**src/tcw_pkg.sv**
```systemverilog
// ----------------------------------------------------------------------------
// tcw_pkg
// Shared constants, types and helpers of the text console writer.
// ----------------------------------------------------------------------------
`default_nettype none

package tcw_pkg;

    localparam int unsigned COLUMNS_DEF = 80;
    localparam int unsigned ROWS_DEF    = 25;

    localparam int unsigned CMD_W      = 2;
    localparam int unsigned CHAR_W     = 8;
    localparam int unsigned RROW_W     = 5;
    localparam int unsigned RCOL_W     = 7;
    localparam int unsigned CELL_W     = 16;
    localparam int unsigned ATTR_W     = 8;
    localparam int unsigned S_TDATA_W  = 24;
    localparam int unsigned M_TDATA_W  = 32;

    localparam logic [CMD_W-1:0] CMD_PUT   = 2'd0;
    localparam logic [CMD_W-1:0] CMD_CLEAR = 2'd1;
    localparam logic [CMD_W-1:0] CMD_READ  = 2'd2;

    localparam logic [CHAR_W-1:0] NEWLINE_CODE = 8'd10;
    localparam logic [CHAR_W-1:0] BLANK_CODE   = 8'h20;
    localparam logic [ATTR_W-1:0] COLOR_RESET  = 8'h07;

    typedef logic [2:0] wr_sel_t;

    localparam wr_sel_t WR_NONE   = 3'd0;
    localparam wr_sel_t WR_PUT    = 3'd1;
    localparam wr_sel_t WR_INIT   = 3'd2;
    localparam wr_sel_t WR_FILL   = 3'd3;
    localparam wr_sel_t WR_SCROLL = 3'd4;

    typedef struct packed {
        logic    load_item;
        logic    cnt_clr;
        logic    cnt_inc;
        wr_sel_t wr_sel;
        logic    rd_en;
        logic    rd_scroll;
        logic    cursor_adv;
        logic    cursor_home;
        logic    data_capture;
        logic    out_load;
    } tcw_ctl_t;

    typedef struct packed {
        logic scroll_needed;
        logic fill_end;
        logic scroll_end;
    } tcw_sts_t;

    function automatic logic [CELL_W-1:0] make_cell(input logic [CHAR_W-1:0] code,
                                                    input logic [ATTR_W-1:0] attr);
        return {attr, code};
    endfunction

endpackage

`default_nettype wire

```
**src/tcw_ctrl.sv**
```systemverilog
// ----------------------------------------------------------------------------
// tcw_ctrl
// Sequencer: decodes each word and steps the datapath through the fill,
// put, scroll and read sequences; owns the result handshake.
// ----------------------------------------------------------------------------
`default_nettype none

module tcw_ctrl (
    input  wire logic                      aclk,
    input  wire logic                      aresetn,
    input  wire logic                      s_tvalid,
    output logic                           s_tready,
    input  wire logic [tcw_pkg::CMD_W-1:0] s_tuser,
    output logic                           m_tvalid,
    input  wire logic                      m_tready,
    input  wire tcw_pkg::tcw_sts_t         sts,
    output tcw_pkg::tcw_ctl_t              ctl
);

    import tcw_pkg::*;

    localparam logic [2:0] S_INIT   = 3'd0;
    localparam logic [2:0] S_IDLE   = 3'd1;
    localparam logic [2:0] S_PUT    = 3'd2;
    localparam logic [2:0] S_CLEAR  = 3'd3;
    localparam logic [2:0] S_SCROLL = 3'd4;
    localparam logic [2:0] S_READ   = 3'd5;
    localparam logic [2:0] S_RDATA  = 3'd6;
    localparam logic [2:0] S_DONE   = 3'd7;

    logic [2:0] state_reg, state_next;
    logic       out_valid_reg, out_valid_next;

    always_comb begin
        ctl        = '0;
        state_next = state_reg;
        s_tready   = 1'b0;
        case (state_reg)
            S_INIT: begin
                ctl.wr_sel  = WR_INIT;
                ctl.cnt_inc = 1'b1;
                if (sts.fill_end) begin
                    state_next = S_IDLE;
                end
            end
            S_IDLE: begin
                s_tready = 1'b1;
                if (s_tvalid) begin
                    ctl.load_item = 1'b1;
                    ctl.cnt_clr   = 1'b1;
                    case (s_tuser)
                        CMD_PUT:   state_next = S_PUT;
                        CMD_CLEAR: state_next = S_CLEAR;
                        CMD_READ:  state_next = S_READ;
                        default:   state_next = S_DONE;
                    endcase
                end
            end
            S_PUT: begin
                ctl.wr_sel     = WR_PUT;
                ctl.cursor_adv = 1'b1;
                state_next     = sts.scroll_needed ? S_SCROLL : S_DONE;
            end
            S_SCROLL: begin
                ctl.wr_sel    = WR_SCROLL;
                ctl.rd_en     = 1'b1;
                ctl.rd_scroll = 1'b1;
                ctl.cnt_inc   = 1'b1;
                if (sts.scroll_end) begin
                    state_next = S_DONE;
                end
            end
            S_CLEAR: begin
                ctl.wr_sel      = WR_FILL;
                ctl.cnt_inc     = 1'b1;
                ctl.cursor_home = 1'b1;
                if (sts.fill_end) begin
                    state_next = S_DONE;
                end
            end
            S_READ: begin
                ctl.rd_en  = 1'b1;
                state_next = S_RDATA;
            end
            S_RDATA: begin
                ctl.data_capture = 1'b1;
                state_next       = S_DONE;
            end
            S_DONE: begin
                if (!out_valid_reg || m_tready) begin
                    ctl.out_load = 1'b1;
                    state_next   = S_IDLE;
                end
            end
            default: begin
                state_next = S_INIT;
            end
        endcase
    end

    always_comb begin
        out_valid_next = out_valid_reg;
        if (ctl.out_load) begin
            out_valid_next = 1'b1;
        end else if (m_tready) begin
            out_valid_next = 1'b0;
        end
    end

    always_ff @(posedge aclk) begin
        if (!aresetn) begin
            state_reg     <= S_INIT;
            out_valid_reg <= 1'b0;
        end else begin
            state_reg     <= state_next;
            out_valid_reg <= out_valid_next;
        end
    end

    assign m_tvalid = out_valid_reg;

endmodule

`default_nettype wire

```
**config.mk**
```make
export PLATFORM = sky130hd
export DESIGN_NAME = tcw_ctrl
export DESIGN_NICKNAME = d
export VERILOG_FILES = /design/src/tcw_pkg.sv /design/src/tcw_ctrl.sv
export SDC_FILE = /design/constraint.sdc
export NUM_CORES = 1
export LEC_CHECK = 0
export ABC_CLOCK_PERIOD_IN_PS = 1480
export CAP_MARGIN = 20
export CORE_AREA = 2 2 39 41
export CTS_CLUSTER_DIAMETER = 50
export DETAILED_ROUTE_END_ITERATION = 6
export DIE_AREA = 0 0 41 43
export DONT_BUFFER_PORTS = 1
export GPL_TIMING_DRIVEN = 0
export PLACE_DENSITY = 0.47
export SYNTH_ARGS = -nofsm -noshare
export SYNTH_HDL_FRONTEND = slang
export SYNTH_SLANG_ARGS = --single-unit
```
**constraint.sdc**
```tcl
create_clock -name aclk -period 1.48 [get_ports aclk]
set_input_delay 0.37 -clock aclk [delete_from_list [all_inputs] [get_ports aclk]]
set_output_delay 0.37 -clock aclk [all_outputs]
set_load 0.03 [all_outputs]
```
# Yosys cells after proc, flatten, opt, wreduce, memory -nomap -nowiden
# Cells that the tools add are included.
# word_totals
ff_bits,4
inputBits,9
# op_classes
eq_ne,14
muxes,22
reduce_logical,8
# ops
cell,n
$pmux W3 S8,1
$mux W3,5
$eq A3 B3 Y1 const B,4
$pmux W3 S4,1
$mux W1,11
$ne A2 B2 Y1 const B,5
$pmux W3 S3,1
$eq A3 B2 Y1 const B,2
$mux W2,3
$reduce_and A5 Y1,1
$eq A3 B1 Y1 const B,1
$logic_not A3 Y1,1
$reduce_or A3 Y1,1
$eq A2 B1 Y1 const B,1
$eq A2 B2 Y1 const B,1
$logic_not A2 Y1,1
$reduce_bool A2 Y1,1
$reduce_or A2 Y1,1
$logic_not A1 Y1,1
$logic_or A1 B1 Y1,1

# Longest topological paths before layout
# logic_depth
ltp_word,5
mapped_depth,5
depth_no_buf,4

# Least setup slack after synthesis
# OpenSTA, ideal clock, no wires.
# synth_path
path_kind,register to output
from,register state_reg[2]
to,output port ctl[4] (netlist name)
t_arrival_ps,1603
required_ps,1110
path_slack_ps,-493
path_stages_with_launch,4
cell_sequence,dfxtp_1 > buf_2 > nor2b_1 > nor2b_1
# synth_lines
item,line,source
"start, declared",tcw_ctrl.sv:31,"logic [2:0] state_reg, state_next;"
"start signal, assigned",tcw_ctrl.sv:115,state_reg <= state_next;
"end, declared",tcw_ctrl.sv:17,output tcw_pkg::tcw_ctl_t ctl

==> results.toml <==
[place]
place.gp.congestion = 0.704
place_inst = 70
dp_hpwl_um = 759
placedInstanceArea_um2 = 437
pre_cts_slack_ns = -0.200
io_buffers = 0

[sta]
timing.setup.tns_ns = -1.20
achievable-frequency_mhz = 592
setup_viol = 10
tightestPinTransition_ns = 0.348
slew_headroom = 0.767
timing_hold_violations_final = 0
layout_min_cycle_time_ns = 1.69
drv_slew = 0
clock-skew-final_ns = 0.00583
fin_ws_ns = -0.211
grt_setup_unrepaired = "true"
min_period_over_period = 1.14

[die]
initial_core_util = 0.275
fp.dieH_um = 43
area_enclosed_by_the_die_boundary_um2 = 1760
die_width_um = 41
fp.coreArea_um2 = 1380
design.portCount = 23
placementRows = 14

[power_and_ir_drop]
intPower_uw = 665
design_power_total_uw = 1260
power_switching_share = 0.474
pwr-share-clk = 0.107
power.combinational.fraction = 0.751
leakagePower_uw = 0.000295
p_sw_uw = 598
power.share.sequential = 0.142
ir_drop_v = 0.000607
p_per_area_nw_per_um2 = 1810

[synthesis]
synth-seq-area-share = 0.211
mappedNetlistArea_um2 = 380
mappedNetlistNets = 63
syn-mean-instance-area_um2 = 7.04
synth.distinct_cells = 25
synthCells = 54
postSynthRegisterBits = 4
synth_warnings = 0

[drt]
vias_per_cell = 5.03
via_count = 448
drcViolationCount = 0
first_pass_iters = 4
detailedRoute.firstIterationViolations = 10
route.detailed.wl_per_inst_um = 13.6
route.final.wire_length_mm = 1.21
detail-route-antenna-nets = 0

[critical_path]
crit_path_cell_trace = "nand2b_4, nor2_4, and2_4, buf_6"
worst_ep_required_ns = 1.11
cp_slowest_cell = "sky130_fd_sc_hd__dfxtp_2"
cp_capture_type = "output pin"
criticalPathCategory = "flop to output pin"
crit_arrival_ns = 1.32
critical-path-max-stage-delay_ns = 0.34
crit_fanout = 5
worstSetupStartpointType = "flop"

[global_route]
grt_pass1_vias = 414
grt_first_pass_wirelength_mm = 1.74
overflow = 0
grt_max_degree = 9
antenna_violations_before_repair = 0
grt_usage = 0.147

[clock_network]
cts_inserted_buffers = 3
cts_tree = "built"
cts_htree_levels = 1
cts.path.max_buffers = 2
clk-insertion-delay-late_ns = 0.23
hold_buffers = 0
clock_sinks = 4
cts_root_buf = "sky130_fd_sc_hd__clkbuf_4"
clk_pin_slew_ns = 0.04

[cells_and_area]
finalNonFillerCells = 89
number_of_nets_at_the_end_of_the_flow = 84
layout_common_cells = "12 x sky130_fd_sc_hd__buf_4, 6 x sky130_fd_sc_hd__buf_6, 5 x sky130_fd_sc_hd__a21oi_1"
largest_register_ffs = 3
final_layout_size_suffix_gt1_frac = 0.630
layout-area-overhead-vs-synth_pct = 83.9
diodes = 0
mostFrequentLayoutCell = "sky130_fd_sc_hd__buf_4"
final_design_area_no_fill_um2 = 699

[worst_hold_path]
hold_path_class = "input pin to flop"

[run_status]
outcome = "complete, but fails checks"
violations = "negative setup slack"

[job]
drv.max_cap_violation_count = 0
timing repair:
item                       in CTS  in global routing
setup endpoints to repair      12                 10
resized for setup              31                  4
gates cloned                    1                  0
buffers inserted               11                  5
pin swaps                       7                  6
worst max-delay path, delay by kind of cell (launching register included):
| kind | cells | cell delay (ns) |
|---|---|---|
| buffers and inverters | 1 | 0.14 |
| DFF | 1 | 0.34 |
| and+or+nand+nor | 3 | 0.60 |
power by group through the flow:
stage	Sequential (uW)	Combinational [uW]	Clock, uW
floorplan	156	519	0
global placement	165	571	0
detailed placement	163	576	0
CTS	180	891	139
global route	185	1010	144
finish	180	949	135
layer usage:
metal	wire (um)	share of wire	track usage	up-vias
li1	-	-	-	223
met1	467	0.38	0.158	211
met2	671	0.55	0.241	14
met3	73	0.060	0.0419	0
met4	0	0	0.0800	0
met5	0	0	0	-
kinds of logic (layout without fill, tap and decap cells):
group	count (synthesis)	after routing	share of synthesized area
multiplexers	1	1	0.0395
AND/OR/NAND/NOR	24	24	0.322
AO/OA/AOI/OAI	17	17	0.312
buffers and inverters	8	27	0.115
flip-flops	4	4	0.211
cells in the mapped netlist (all sizes together):
| library cell | n | area share |
|---|---|---|
| a21oi | 7 | 0.10 |
| nor2 | 7 | 0.069 |
| buf | 5 | 0.086 |
| nand2b | 5 | 0.082 |
| dfxtp | 4 | 0.21 |
| nor2b | 4 | 0.066 |
| o21ai | 4 | 0.053 |
| inv | 3 | 0.030 |
| nand2 | 3 | 0.030 |
| a221oi | 1 | 0.039 |
| a311oi | 1 | 0.023 |
| a31oi | 1 | 0.016 |
| and2 | 1 | 0.016 |
| mux2 | 1 | 0.039 |
| nand3 | 1 | 0.013 |
| nor3 | 1 | 0.013 |
| o211a | 1 | 0.026 |
| o22ai | 1 | 0.033 |
| o31ai | 1 | 0.020 |
| or2 | 1 | 0.016 |
| or3 | 1 | 0.016 |
metrics by stage:
stage / hold slack [ns] / util
after floorplan: 0.503 / -
after global placement: 0.525 / 0.316
after detailed placement: 0.530 / 0.316
after CTS: 0.275 / 0.476
after global routing: 0.271 / 0.505
final: 0.278 / 0.505
layout make-up:
| cell class | instances | area, um^2 |
|---|---|---|
| Inverter | 3 | 18.8 |
| Clock buffer | 3 | 22.5 |
| Sequential cell | 4 | 90.1 |
| Multi-Input combinational cell | 42 | 355 |
| Tap cell | 16 | 20.0 |
| Fill cell | 129 | 684 |
| Buffer | 5 | 60.1 |
| Timing Repair Buffer | 16 | 133 |
path summary, 6_finish.rpt:
check / start / to / slack, ns / cells after the start
max: state_reg[2]$_SDFFE_PN0P_ / ctl[11] / -0.21 / 4
min: aresetn / state_reg[1]$_SDFFE_PN0P_ / 0.28 / 1
max reg2reg: state_reg[1]$_SDFFE_PN0P_ / state_reg[0]$_SDFFE_PN0P_ / 0.06 / 6
min reg2reg: state_reg[2]$_SDFFE_PN0P_ / m_tvalid$_SDFFE_PN0P_ / 0.61 / 2
(Power assumes the default switching activity.)
